===== src/hw/rtl/sgdm_pkg.sv =====
package sgdm_pkg;

   // field and arithmetic widths
   localparam int INDEX_W  = 16;
   localparam int DATA_W   = 32;
   localparam int FACTOR_W = 24;
   localparam int PROD_W   = FACTOR_W + 1 + DATA_W;
   localparam int SUM_W    = PROD_W + 1;

   // index reduction by reciprocal multiply
   localparam int RECIP_SHIFT = 32;
   localparam int RECIP_W     = RECIP_SHIFT + 1;
   localparam int QPROD_W     = INDEX_W + RECIP_W;
   localparam int REM_W       = 26;

   // front to back queue
   localparam int QUEUE_DEPTH = 4;
   localparam int QPTR_W      = 2;
   localparam int QCNT_W      = 3;

   // configuration port
   localparam int CSR_IDX_W = 4;
   localparam logic [FACTOR_W-1:0] STEP_SIZE_RESET = 24'd167772;

   typedef enum logic [CSR_IDX_W-1:0] {
      CSR_STEP_SIZE       = 4'd0,
      CSR_MOMENTUM_FACTOR = 4'd1,
      CSR_DECAY_FACTOR    = 4'd2,
      CSR_NESTEROV_ENABLE = 4'd3
   } csr_index_type;

   localparam logic signed [DATA_W-1:0] DATA_MAX = 32'sh7FFF_FFFF;
   localparam logic signed [DATA_W-1:0] DATA_MIN = 32'sh8000_0000;

   typedef struct packed {
      logic [INDEX_W-1:0]       element_index;
      logic signed [DATA_W-1:0] param_value;
      logic signed [DATA_W-1:0] gradient;
      logic                     skip_update;
   } req_type;

   typedef struct packed {
      logic [INDEX_W-1:0]       index_out;
      logic signed [DATA_W-1:0] updated_value;
      logic                     saturated;
   } rsp_type;

   typedef struct packed {
      logic [FACTOR_W-1:0] step_size;
      logic [FACTOR_W-1:0] momentum_factor;
      logic [FACTOR_W-1:0] decay_factor;
      logic                nesterov_enable;
   } cfg_type;

   // one element on its way through the block
   typedef struct packed {
      logic [INDEX_W-1:0]       index;
      logic signed [DATA_W-1:0] value;
      logic signed [DATA_W-1:0] grad;
      logic                     skip;
      logic                     sat;
   } work_type;

   typedef struct packed {
      logic signed [DATA_W-1:0] value;
      logic                     flag;
   } sat_type;

   function automatic logic signed [SUM_W-1:0] widen_data(input logic signed [DATA_W-1:0] x);
      return {{(SUM_W-DATA_W){x[DATA_W-1]}}, x};
   endfunction

   function automatic logic signed [SUM_W-1:0] widen_prod(input logic signed [PROD_W-1:0] x);
      return {{(SUM_W-PROD_W){x[PROD_W-1]}}, x};
   endfunction

   // clip a wide sum to 32 bits and flag it
   function automatic sat_type saturate(input logic signed [SUM_W-1:0] x);
      sat_type r;
      logic [SUM_W-DATA_W:0] upper;
      upper = x[SUM_W-1:DATA_W-1];
      if (upper == '0 || upper == '1) begin
         r.value = x[DATA_W-1:0];
         r.flag  = 1'b0;
      end else begin
         r.value = x[SUM_W-1] ? DATA_MIN : DATA_MAX;
         r.flag  = 1'b1;
      end
      return r;
   endfunction

endpackage


===== src/hw/rtl/sgdm_queue.sv =====
module sgdm_queue #(
   parameter int WIDTH = 96
) (
   input  logic             clock,
   input  logic             reset,
   input  logic             push,
   input  logic [WIDTH-1:0] push_data,
   output logic             full,
   input  logic             pop,
   output logic             empty,
   output logic [WIDTH-1:0] head
);

   logic [WIDTH-1:0]                entry_ff [sgdm_pkg::QUEUE_DEPTH];
   logic [sgdm_pkg::QPTR_W-1:0]     wr_ptr_ff, wr_ptr_in;
   logic [sgdm_pkg::QPTR_W-1:0]     rd_ptr_ff, rd_ptr_in;
   logic [sgdm_pkg::QCNT_W-1:0]     count_ff, count_in;

   assign full  = (count_ff == sgdm_pkg::QCNT_W'(sgdm_pkg::QUEUE_DEPTH));
   assign empty = (count_ff == '0);
   assign head  = entry_ff[rd_ptr_ff];

   // pointer and fill count update
   always_comb begin
      wr_ptr_in = push ? wr_ptr_ff + 1'b1 : wr_ptr_ff;
      rd_ptr_in = pop  ? rd_ptr_ff + 1'b1 : rd_ptr_ff;
      count_in  = count_ff;
      if (push && !pop) begin
         count_in = count_ff + 1'b1;
      end else if (pop && !push) begin
         count_in = count_ff - 1'b1;
      end
   end

   always_ff @(posedge clock) begin
      if (reset) begin
         wr_ptr_ff <= '0;
         rd_ptr_ff <= '0;
         count_ff  <= '0;
      end else begin
         wr_ptr_ff <= wr_ptr_in;
         rd_ptr_ff <= rd_ptr_in;
         count_ff  <= count_in;
      end
   end

   always_ff @(posedge clock) begin
      if (push) begin
         entry_ff[wr_ptr_ff] <= push_data;
      end
   end

endmodule


===== config.mk =====
export PLATFORM = sky130hd
export DESIGN_NAME = sgdm_queue
export DESIGN_NICKNAME = d
export VERILOG_FILES = /design/src/hw/rtl/sgdm_pkg.sv /design/src/hw/rtl/sgdm_queue.sv
export SDC_FILE = /design/constraint.sdc
export NUM_CORES = 1
export LEC_CHECK = 0
export BUFFER_PORTS_ARGS = -buffer_cell sky130_fd_sc_hd__buf_4
export CAP_MARGIN = 15
export CORE_ASPECT_RATIO = 1.2
export CORE_MARGIN = 2
export CORE_UTILIZATION = 31
export DETAILED_ROUTE_END_ITERATION = 8
export GPL_ROUTABILITY_DRIVEN = 0
export HOLD_SLACK_MARGIN = 0.08
export SLEW_MARGIN = 20
export SYNTH_ARGS = -nofsm -noshare
export SYNTH_HDL_FRONTEND = slang
export SYNTH_SLANG_ARGS = --single-unit

===== constraint.sdc =====
create_clock -name clock -period 3.9 [get_ports clock]
set_input_delay 0.195 -clock clock [delete_from_list [all_inputs] [get_ports clock]]
set_output_delay 0.195 -clock clock [all_outputs]
set_load 0.02 [all_outputs]

# After elaboration in Yosys (flattened, before gate mapping)
# Memories as Yosys holds them, arrays and structs flattened. A register that Yosys moved wholly into a read port is not among the register bits.
# Cells that the tools add are included.
# classes
n_reduce_logical	6
muxes	6
n_addsub	4
n_eq_ne	1
# ops
operator	count
3-bit 2-to-1 mux	2
2-bit by 1-bit adder with 2-bit output (second input constant)	2
2-bit 2-to-1 mux	2
3-bit by 1-bit adder with 3-bit output (second input constant)	1
3-bit equality test (second input constant)	1
3-bit zero test	1
3-bit by 1-bit subtractor with 3-bit output (second input constant)	1
1-bit logical AND	2
1-bit zero test	2
1-bit 2-to-1 mux	2
2-bit nonzero test	1
# word_totals
ram_bits	384
ff_bits	7
memories	1
output_inout_bits	98
# memory_table
name	depth	width	rd	rd_ports_with_merged_regs	write_ports	line_no	rtl
entry_ff	4	96	1	1	1	sgdm_queue.sv:14	logic [WIDTH-1:0] entry_ff [sgdm_pkg::QUEUE_DEPTH];

# Longest topological paths before layout
# Gate-level depths: netlist of the first run.
# depth
ltp_word	4
ltp_mapped	7
mapped_depth_nobuf	7

# Worst setup path after synthesis of the first run
# Ideal clock, no wire load.
# synth_path
path_kind	reg2reg
start	register wr_ptr_ff[0] (netlist bit)
end	memory entry_ff[0][0] (enable)
t_arrival_ns	2.764
path_stages_with_launch	4
setup_slack_ns	0.671
n_path_buf	0
cell_sequence	dfxtp_1 -> inv_1 -> ha_1 -> and2_1
# synth_lines
item	line_no	rtl
start, declared	sgdm_queue.sv:15	logic [sgdm_pkg::QPTR_W-1:0] wr_ptr_ff, wr_ptr_in;
start signal, assigned	sgdm_queue.sv:41	wr_ptr_ff <= wr_ptr_in;
end, declared	sgdm_queue.sv:14	
# Straight into the memory's write port.

==> results of run 1 <==
[state kept, by name (all words and copies together), names as in the netlist, named ones only]
signal and flops:
wr_ptr_ff 2, count_ff 3, rd_ptr_ff 2, entry_ff 384
[what timing repair did]
item / 4_1_cts / 5_1_grt
resized for setup: 0 / 0
endpoints found under the hold margin: 393 / 0
hold buffers: 100 / 0
[where the power goes]
group	switching (uW)	internal [uW]	total (uW)
Sequential	73.0	4850	4930
Clock	1520	1990	3510
Combinational	610	583	1190
[cell type report]
type                            count  area share
Clock buffer                       50      0.0589
Clock inverter                     17     0.00481
Inverter                            4    0.000802
Multi-Input combinational cell    126       0.128
Sequential cell                   393       0.626
Tap cell                          616      0.0412
Timing Repair Buffer              307       0.140
[worst paths after layout]
| check | start | endpoint |
|---|---|---|
| min reg2reg | count_ff[2]$_SDFFE_PP0P_ | count_ff[2]$_SDFFE_PP0P_ |
| min | push_data[40] | entry_ff[1][40]$_DFFE_PP_ |
| max | flip-flop | head[54] |
| max reg2reg | wr_ptr_ff[0]$_SDFFE_PP0P_ | entry_ff[3][60]$_DFFE_PP_ |
[cell usage in the layout (no fill, tap or decap), drive strengths merged, types with 2 or more instances in the layout]
master | synthesis | layout
inv | 4 | 5
mux4 | 96 | 96
dlygate4sd3 | 0 | 100
edfxtp | 384 | 384
xnor2 | 2 | 2
clkinv | 0 | 12
mux2i | 2 | 2
clkbuf | 6 | 50
nor2 | 7 | 7
dfxtp | 9 | 9
and2 | 4 | 4
xor2 | 3 | 3
clkinvlp | 0 | 4
buf | 17 | 207
ha | 5 | 5
[cell families after synthesis]
group	synth area share
and+or+nand+nor	0.00517
buffers and inverters	0.0118
DFF	0.821
AOI/OAI and AO/OA	0.000701
adders and majority gates	0.00579
xor gates and xnor gates	0.00307
muxes	0.153
[synth_stat cells]
library cell | instances | share of area
xnor2_1 | 2 | 0.0012
and2_1 | 4 | 0.0018
dfxtp_1 | 9 | 0.013
or3_1 | 1 | 0.00044
ha_1 | 5 | 0.0044
nor3b_1 | 1 | 0.00053
xor2_1 | 3 | 0.0018
inv_1 | 4 | 0.0011
clkbuf_1 | 6 | 0.0016
nor3_1 | 1 | 0.00035
nand2_1 | 1 | 0.00026
mux4_2 | 96 | 0.15
fa_1 | 1 | 0.0014
buf_2 | 11 | 0.0039
edfxtp_1 | 384 | 0.81
nor2_1 | 7 | 0.0018
buf_12 | 1 | 0.0014
mux2i_1 | 2 | 0.0014
a21oi_1 | 1 | 0.00035
buf_6 | 5 | 0.0039
o21ai_0 | 1 | 0.00035
[through the flow]
step	setup slack, ps	cells	hold slack [ps]	cell area [um^2]
3_5_place_dp	1680	1346	398	16500
3_3_place_gp	1680	1346	396	16500
4_1_cts	1070	1513	337	18700
5_1_grt	994	1513	350	18700
2_1_floorplan	671	546	294	14300
6_report	1220	1513	384	18700
[routing by layer]
metal,track usage,part of all wire,up-vias
li1,-,-,2987
met1,0.148,0.40,3544
met2,0.208,0.51,179
met3,0.0371,0.064,49
met4,0.0404,0.025,0
met5,0,0,-
==> insert_results.sql, run 1 <==
INSERT INTO impl_metrics (metric_group, metric, value, unit) VALUES
('global_routing', 'gr-usage-all-layers', '0.122', ''),
('worst_setup_path', 'worst_setup_path_end_kind', 'primary output', ''),
('worst_setup_path', 'cp.depth', '3', ''),
('route', 'firstDrtPassIters', '4', ''),
('route', 'detail_route.iter0.violations', '329', ''),
('clock_network', 'post_cts_buffers', '0', ''),
('worst_setup_path', 'rr_worst_depth', '3', ''),
('worst_setup_path', 'timing.critical_path.slowest_cell_delay', '650', 'ps'),
('global_routing', 'number_of_antenna_violations_at_the_first_check_in_global_routing', '0', ''),
('pwr', 'p_per_cell_area', '514', 'nW/um^2'),
('route', 'avgRoutedWirePerCell', '19.1', 'um'),
('logic_synthesis', 'mappedNetlistArea', '14300', 'um^2'),
('layout', 'num-nets-final', '979', ''),
('route', 'drc', '0', ''),
('timing', 'tightestPinTransition', '777', 'ps'),
('layout', 'layout.filler_cells', '4032', ''),
('route', 'routed_via_density', '4.47', ''),
('timing', 'finalWorstPathRequiredPeriod', '2680', 'ps'),
('floorplan', 'io-pin-count', '198', ''),
('timing', 'maxSlewHeadroom', '0.482', ''),
('logic_synthesis', 'synth_seq_area_share', '0.821', ''),
('timing', 'grt_setup_unrepaired', 'false', ''),
('worst_hold_path', 'hold_class', 'in -> reg', ''),
('worst_setup_path', 'startpoint_type', 'flip-flop', ''),
('worst_setup_path', 'data_arrival_time_of_the_critical_path', '2480', 'ps'),
('run_status', 'result_of_the_run', 'complete, no violations', ''),
('placement', 'dp_hpwl', '16000', 'um'),
('global_routing', 'maximum_number_of_pins_on_one_net_before_global_route_repair', '97', ''),
('route', 'postRouteWirelength', '28900', 'um'),
('clock_network', 'cts.sink_count', '393', ''),
('floorplan', 'initial_utilization', '0.312', ''),
('clock_network', 'clk_path_buf_depth', '3', ''),
('global_routing', 'first_global_vias', '7548', ''),
('clock_network', 'clkSlewWorstSetupHoldPaths', '60', 'ps'),
('logic_synthesis', 'postSynthRegisterBits', '393', ''),
('pwr', 'vdd_ir_drop_max', '0.000367', 'V'),
('logic_synthesis', 'synthDistinctLibCells', '21', ''),
('clock_network', 'cts_tree', 'done', ''),
('pwr', 'power.total', '9630', 'uW'),
('logic_synthesis', 'synth_nets', '652', ''),
('floorplan', 'design.core.area', '45700', 'um^2'),
('floorplan', 'die_x', '200', 'um'),
('floorplan', 'die_area', '47800', 'um^2'),
('clock_network', 'cts-buffers-inserted', '41', ''),
('layout', 'multi_input_area', '2400', 'um^2'),
('timing', 'finalHoldViolCount', '0', ''),
('timing', 'timing.clock.skew', '12.2', 'ps'),
('worst_setup_path', 'crit_path_buf_inv_count', '2', ''),
('layout', 'finish.utilization', '0.410', ''),
('clock_network', 'clock-root-buffer', 'clkbuf_16', ''),
('worst_setup_path', 'timing.critical_path.max_delay_family', 'flip-flops', ''),
('worst_setup_path', 'required_time_of_the_critical_path', '3700', 'ps'),
('route', 'detail-route-antenna-nets', '0', ''),
('pwr', 'cellLeakagePower', '0.00627', 'uW'),
('clock_network', 'clk_latency', '540', 'ps'),
('worst_setup_path', 'crit_chain', 'buf_12 > mux4_2 > buf_4', ''),
('layout', 'area.growth.synth_to_final', '31.2', '%'),
('timing', 'slew_violations', '0', ''),
('worst_setup_path', 'worst-setup-path-type', 'reg -> out', ''),
('route', 'vias', '6759', ''),
('layout', 'diodes', '0', ''),
('worst_hold_path', 'worst_hold_path.num_cells', '2', ''),
('floorplan', 'rows', '86', ''),
('worst_setup_path', 'crit_slowest_cell', 'dfxtp_4', ''),
('layout', 'layout.area.seq', '11700', 'um^2'),
('logic_synthesis', 'postSynthCellCount', '546', ''),
('worst_setup_path', 'cp_max_fo', '53', ''),
('layout', 'layout-drive-gt1-share', '0.404', ''),
('timing', 'fmaxAchievable', '374', 'MHz'),
('worst_setup_path', 'setup.reg_to_reg.worst_slack', '1970', 'ps'),
('logic_synthesis', 'synthesis.yosys.warnings', '0', ''),
('floorplan', 'fp.dieH', '239', 'um'),
('global_routing', 'global_route_wire_length_before_repair', '43600', 'um'),
('global_routing', 'globalRoute.totalOverflow', '0', ''),
('timing', 'setup_violations', '0', ''),
('clock_network', 'cts-htree-levels', '2', ''),
('timing', 'finalCritPeriodShare', '0.686', ''),
('flow_run', 'drv.max_cap_violation_count', '0', ''),
('logic_synthesis', 'postSynthAreaPerCell', '26.1', 'um^2'),
('timing', 'final.setup.tns', '0', 'ps'),
('placement', 'number_of_buffers_inserted_by_port_buffering', '197', '');
Note: power is estimated with default switching activity, not from simulation.
==> run 2, diff against run 1 <==
- clock period: 3.9 -> 2.7 ns (I/O delays scaled with it)
==> run 2 against run 1 <==
Against the previous run:
- first-iteration DRC count fell by 19%
- total power is 44% higher
- non-clock buffer count up 6
- final cell count grew 0.66%
- utilization up 0.21 points
- cell area grew 0.51%
- hold slack got worse by 55 ps
- register-to-register slack got worse by 950 ps
- sequential share of layout area decreased by 0.32 points
- critical path depth unchanged
==> insert_results.sql, run 2 (same netlist as run 1, synthesis figures left out) <==
INSERT INTO impl_metrics (metric_group, metric, value, unit) VALUES
('route', 'vias', '6751', ''),
('worst_setup_path', 'worst_r2r_startpoint', 'wr_ptr_ff[0]$_SDFFE_PP0P_', ''),
('timing', 'tightestPinTransition', '471', 'ps'),
('worst_hold_path', 'hold_class', 'in -> reg', ''),
('timing', 'finalWorstPathRequiredPeriod', '2360', 'ps'),
('layout', 'most-common-layout-cells', 'edfxtp_1 (384), buf_4 (202), dlygate4sd3_1 (99), mux4_2 (96), clkbuf_16 (41)', ''),
('pwr', 'vdd_ir_drop_max', '0.000581', 'V'),
('worst_hold_path', 'min_from', 'push_data[78]', ''),
('timing', 'finalCritPeriodShare', '0.874', ''),
('worst_setup_path', 'worst_setup_path_end_kind', 'primary output', ''),
('route', 'firstDrtPassIters', '4', ''),
('worst_setup_path', 'rr_endpoint', 'entry_ff[2][12]$_DFFE_PP_', ''),
('floorplan', 'initial_utilization', '0.312', ''),
('floorplan', 'design.core.area', '45700', 'um^2'),
('worst_setup_path', 'cp_max_fo', '27', ''),
('clock_network', 'cts.sink_count', '393', ''),
('timing', 'maxSlewHeadroom', '0.686', ''),
('floorplan', 'fp.dieH', '239', 'um'),
('worst_hold_path', 'worst_hold_path.num_cells', '2', ''),
('route', 'detail_route.iter0.violations', '265', ''),
('floorplan', 'rows', '86', ''),
('global_routing', 'maximum_number_of_pins_on_one_net_before_global_route_repair', '47', ''),
('clock_network', 'clock-root-buffer', 'clkbuf_16', ''),
('layout', 'finish.utilization', '0.412', ''),
('floorplan', 'die_x', '200', 'um'),
('worst_setup_path', 'data_arrival_time_of_the_critical_path', '2220', 'ps'),
('timing', 'timing.clock.skew', '19.4', 'ps'),
('worst_setup_path', 'setup.reg_to_reg.worst_slack', '1020', 'ps'),
('clock_network', 'cts_tree', 'done', ''),
('timing', 'setup_violations', '0', ''),
('global_routing', 'global_route_wire_length_before_repair', '43900', 'um'),
('placement', 'number_of_buffers_inserted_by_port_buffering', '197', ''),
('timing', 'grt_setup_unrepaired', 'false', ''),
('route', 'drc', '0', ''),
('timing', 'finalHoldViolCount', '0', ''),
('layout', 'layout-drive-gt1-share', '0.406', ''),
('layout', 'layout.area.seq', '11700', 'um^2'),
('placement', 'dp_hpwl', '17300', 'um'),
('placement', 'dp_worst_setup_slack', '800', 'ps'),
('layout', 'regMostFlops', 'entry_ff', ''),
('clock_network', 'clk_latency', '540', 'ps'),
('timing', 'post-route-worst-setup-slack', '341', 'ps'),
('route', 'routed_via_density', '4.43', ''),
('layout', 'layout.filler_cells', '4039', ''),
('global_routing', 'gr-usage-all-layers', '0.124', ''),
('worst_setup_path', 'startpoint_type', 'flip-flop', ''),
('worst_setup_path', 'required_time_of_the_critical_path', '2570', 'ps'),
('pwr', 'cellLeakagePower', '0.00631', 'uW'),
('clock_network', 'post_cts_buffers', '0', ''),
('run_status', 'result_of_the_run', 'complete, no violations', ''),
('global_routing', 'number_of_antenna_violations_at_the_first_check_in_global_routing', '3', ''),
('clock_network', 'cts-buffers-inserted', '40', ''),
('route', 'avgRoutedWirePerCell', '19.1', 'um'),
('flow_run', 'drv.max_cap_violation_count', '0', ''),
('worst_setup_path', 'rr_worst_depth', '4', ''),
('timing', 'final.setup.tns', '0', 'ps'),
('clock_network', 'clk_path_buf_depth', '3', ''),
('layout', 'num-nets-final', '984', ''),
('clock_network', 'cts-htree-levels', '2', ''),
('route', 'postRouteWirelength', '29100', 'um'),
('layout', 'largest_registers', 'entry_ff: 384 flops, count_ff: 3 flops', ''),
('route', 'detail-route-antenna-nets', '0', ''),
('layout', 'largest_register_ff_count', '384', ''),
('timing', 'slew_violations', '0', ''),
('pwr', 'p_per_cell_area', '737', 'nW/um^2'),
('worst_setup_path', 'worst-setup-path-type', 'reg -> out', ''),
('layout', 'final_common_cell', 'edfxtp_1', ''),
('global_routing', 'globalRoute.totalOverflow', '0', ''),
('timing', 'fmaxAchievable', '424', 'MHz'),
('global_routing', 'first_global_vias', '7412', ''),
('floorplan', 'die_area', '47800', 'um^2'),
('clock_network', 'clkSlewWorstSetupHoldPaths', '60', 'ps'),
('layout', 'multi_input_area', '2400', 'um^2'),
('floorplan', 'io-pin-count', '198', ''),
('worst_hold_path', 'hold-path-endpoint', 'entry_ff[2][78]$_DFFE_PP_', ''),
('layout', 'area.growth.synth_to_final', '31.9', '%');
-- run 2: changes by cell type in the layout (fill, tap and decap cells not counted), moves of 2 or more --
cell	previous run	this run
clkbuf_1	7	11
clkinvlp_4	4	2
clkbuf_16	43	41
buf_12	6	12
clkinv_4	0	2
-- run 2: area by class of cell --
type / count / area share
multi-input cells: 126 / 0.128
diodes: 1 / 0.000133
well taps: 616 / 0.0409
flip-flops and latches: 393 / 0.622
clock buffers: 52 / 0.0567
clock inverters: 18 / 0.00538
inverters: 4 / 0.000798
repair buffers: 313 / 0.146
-- run 2: timing repair --
action                    CTS  global route
hold endpoints to repair  393             0
gates resized for setup     0             0
hold buffers               99             0
-- run 2: layer usage --
| layer | track usage | up-vias | part of all wire |
|---|---|---|---|
| li1 | - | 3003 | - |
| met1 | 0.163 | 3541 | 0.44 |
| met2 | 0.202 | 170 | 0.49 |
| met3 | 0.0350 | 33 | 0.054 |
| met4 | 0.0350 | 4 | 0.017 |
| met5 | 0 | - | 0.0011 |
-- run 2: worst max-delay path by stage --
| stage | start | to | slack [ps] | cells after the start |
|---|---|---|---|---|
| floorplan | wr_ptr_ff[0]$_SDFFE_PP0P_ | entry_ff[2][0]$_DFFE_PP_ | 530 | 3 |
| global placement | flip-flop | head[89] | 840 | 3 |
| detailed placement | flip-flop | head[89] | 800 | 3 |
| CTS | flip-flop | head[89] | 210 | 3 |
| global route | flip-flop | head[89] | 170 | 3 |
| finish | flip-flop | head[89] | 340 | 3 |
-- run 2: power by group --
part,internal [uW],switching (uW),total [uW]
combinational,868,904,1770
sequential,7010,96.1,7100
clock,2790,2210,5000
total,10700,3210,13900
-- run 2: worst max-delay path, cell delays in order (launching register included) --
cell and delay [ps]:
dfxtp_4 610, buf_12 300, mux4_2 580, buf_4 180
-- run 2: through the flow --
stage | instance area, um^2 | std cells | hold WS (ps) | power, uW
after detailed placement | 16700 | 1353 | 337 | 8930
final | 18800 | 1523 | 328 | 13900
after global routing | 18800 | 1523 | 303 | 14500
after global placement | 16700 | 1353 | 335 | 8900
after floorplan | 14300 | 546 | 234 | 8150
after CTS | 18800 | 1522 | 285 | 14100
==> run 3, diff against run 2 <==
- RECOVER_POWER: unset -> 50
==> run 3 against run 2 <==
Against the previous run:
- sequential power hardly changed
- die area stayed put
- clock power barely moved
- hold slack better by 56 ps
- critical path depth is the same
- via count is 0.30% higher
- sequential share of layout area increased by 1.3 points
- global-route usage did not move
- count of clock-buffer cells in the layout stayed put
==> insert_results.sql, run 3 (same netlist as run 1, synthesis figures left out) <==
INSERT INTO impl_metrics (metric_group, metric, value, unit) VALUES
('clock_network', 'clk_latency', '540', 'ps'),
('worst_setup_path', 'data_arrival_time_of_the_critical_path', '2220', 'ps'),
('timing', 'slew_violations', '0', ''),
('route', 'vias', '6771', ''),
('worst_setup_path', 'worst_setup_path_end_kind', 'primary output', ''),
('route', 'firstDrtPassIters', '4', ''),
('route', 'avgRoutedWirePerCell', '19.1', 'um'),
('floorplan', 'design.core.area', '45700', 'um^2'),
('layout', 'area.growth.synth_to_final', '29.3', '%'),
('worst_setup_path', 'rr_worst_depth', '3', ''),
('worst_hold_path', 'hold-path-endpoint', 'entry_ff[2][60]$_DFFE_PP_', ''),
('worst_setup_path', 'cp_max_fo', '27', ''),
('pwr', 'vdd_ir_drop_max', '0.000579', 'V'),
('timing', 'timing.clock.skew', '19.2', 'ps'),
('floorplan', 'fp.dieH', '239', 'um'),
('global_routing', 'first_global_vias', '7412', ''),
('flow_run', 'drv.max_cap_violation_count', '0', ''),
('run_status', 'result_of_the_run', 'complete, no violations', ''),
('global_routing', 'number_of_antenna_violations_at_the_first_check_in_global_routing', '3', ''),
('layout', 'most-common-layout-cells', 'edfxtp_1 (384), clkbuf_1 (108), buf_4 (105), dlygate4sd3_1 (99), mux4_2 (96)', ''),
('worst_setup_path', 'rr_endpoint', 'entry_ff[3][86]$_DFFE_PP_', ''),
('pwr', 'p_per_cell_area', '748', 'nW/um^2'),
('global_routing', 'global_route_wire_length_before_repair', '43900', 'um'),
('placement', 'dp_hpwl', '17300', 'um'),
('worst_setup_path', 'startpoint_type', 'flip-flop', ''),
('floorplan', 'initial_utilization', '0.312', ''),
('clock_network', 'clock-root-buffer', 'clkbuf_16', ''),
('worst_hold_path', 'min_from', 'push_data[60]', ''),
('global_routing', 'globalRoute.totalOverflow', '0', ''),
('timing', 'setup_violations', '0', ''),
('layout', 'num-nets-final', '984', ''),
('timing', 'grt_setup_unrepaired', 'false', ''),
('worst_setup_path', 'crit_slowest_cell', 'dfxtp_4', ''),
('timing', 'maxSlewHeadroom', '0.0489', ''),
('worst_setup_path', 'worst-setup-path-type', 'reg -> out', ''),
('worst_setup_path', 'worst_r2r_startpoint', 'wr_ptr_ff[0]$_SDFFE_PP0P_', ''),
('route', 'postRouteWirelength', '29100', 'um'),
('timing', 'finalHoldViolCount', '0', ''),
('worst_setup_path', 'required_time_of_the_critical_path', '2570', 'ps'),
('clock_network', 'cts-buffers-inserted', '40', ''),
('worst_setup_path', 'crit_chain', 'buf_12 > mux4_2 > buf_4', ''),
('floorplan', 'die_x', '200', 'um'),
('layout', 'layout.filler_cells', '4114', ''),
('layout', 'largest_registers', 'entry_ff: 384 flops, count_ff: 3 flops', ''),
('timing', 'tightestPinTransition', '1430', 'ps'),
('layout', 'layout-drive-gt1-share', '0.296', ''),
('clock_network', 'cts-htree-levels', '2', ''),
('worst_setup_path', 'setup.reg_to_reg.worst_slack', '350', 'ps'),
('timing', 'fmaxAchievable', '424', 'MHz'),
('global_routing', 'maximum_number_of_pins_on_one_net_before_global_route_repair', '47', ''),
('layout', 'finish.utilization', '0.404', ''),
('layout', 'regMostFlops', 'entry_ff', ''),
('timing', 'finalWorstPathRequiredPeriod', '2360', 'ps'),
('clock_network', 'clk_path_buf_depth', '3', ''),
('route', 'detail_route.iter0.violations', '288', ''),
('pwr', 'power.total', '13800', 'uW'),
('clock_network', 'post_cts_buffers', '0', ''),
('route', 'detail-route-antenna-nets', '0', ''),
('route', 'drc', '0', ''),
('layout', 'final_common_cell', 'edfxtp_1', ''),
('global_routing', 'gr-usage-all-layers', '0.124', ''),
('worst_hold_path', 'worst_hold_path.num_cells', '2', ''),
('worst_setup_path', 'timing.critical_path.slowest_cell_delay', '610', 'ps'),
('clock_network', 'cts_tree', 'done', ''),
('layout', 'largest_register_ff_count', '384', ''),
('placement', 'number_of_buffers_inserted_by_port_buffering', '197', ''),
('clock_network', 'cts.sink_count', '393', ''),
('route', 'routed_via_density', '4.45', ''),
('floorplan', 'rows', '86', ''),
('worst_hold_path', 'hold_class', 'in -> reg', ''),
('floorplan', 'die_area', '47800', 'um^2'),
('clock_network', 'clkSlewWorstSetupHoldPaths', '60', 'ps'),
('timing', 'finalCritPeriodShare', '0.873', ''),
('floorplan', 'io-pin-count', '198', ''),
('timing', 'final.setup.tns', '0', 'ps'),
('pwr', 'cellLeakagePower', '0.00595', 'uW'),
('clock_network', 'post_cts.resized_instances', '0', ''),
('clock_network', 'post_cts_hold_buffer_count', '99', '');
## run 3: changes by cell type in the layout (fill, tap and decap cells not counted)
| cell | delta |
|---|---|
| buf_4 | -97 |
| clkbuf_1 | +97 |
| and2_4 | -3 |
| and2_1 | +2 |
| and2_0 | +1 |
## run 3: report_power, final
group          switching, uW  internal [uW]  leakage (uW)
Combinational            902            806       0.00178
Sequential              96.1           7010       0.00360
Clock                   2200           2790      0.000566
Total                   3200          10600       0.00595
## run 3: critical path: cells and delay by family (launching register included)
family / cells / cell delay, ps
multiplexers: 1 / 570
buffers and inverters: 2 / 480
flip-flops: 1 / 610
## run 3: how the worst max path moves through the flow
stage | start | to | slack (ps) | cells after the start
after detailed placement | flip-flop | head[89] | 800 | 3
after CTS | flip-flop | head[89] | 210 | 3
after global routing | wr_ptr_ff[0]$_SDFFE_PP0P_ | entry_ff[3][42]$_DFFE_PP_ | 160 | 3
final | flip-flop | head[89] | 340 | 3
after floorplan | wr_ptr_ff[0]$_SDFFE_PP0P_ | entry_ff[2][0]$_DFFE_PP_ | 530 | 3
after global placement | flip-flop | head[89] | 840 | 3
## run 3: layer usage
layer | wire length, um | track usage
met2 | 14200 | 0.202
met3 | 1550 | 0.0350
met5 | 33 | 0
met1 | 12800 | 0.163
met4 | 500 | 0.0350
## run 3: stage by stage
| step | setup WS [ps] | instances | cell area, um^2 | hold WS, ps |
|---|---|---|---|---|
| 3_5_place_dp | 800 | 1353 | 16700 | 337 |
| 4_1_cts | 209 | 1522 | 18800 | 285 |
| 3_3_place_gp | 836 | 1353 | 16700 | 335 |
| 6_report | 342 | 1523 | 18500 | 385 |
| 5_1_grt | 156 | 1523 | 18500 | 376 |
| 2_1_floorplan | 531 | 546 | 14300 | 234 |
## run 3: cell type report
type	instances	area, um^2	share of cell area
flip-flops and latches	393	11700	0.635
diodes	1	2.50	0.000136
well taps	616	771	0.0418
inverters	4	15.0	0.000814
clock buffers	52	1070	0.0578
clock inverters	18	101	0.00549
repair buffers	313	2380	0.129
multi-input cells	126	2390	0.130
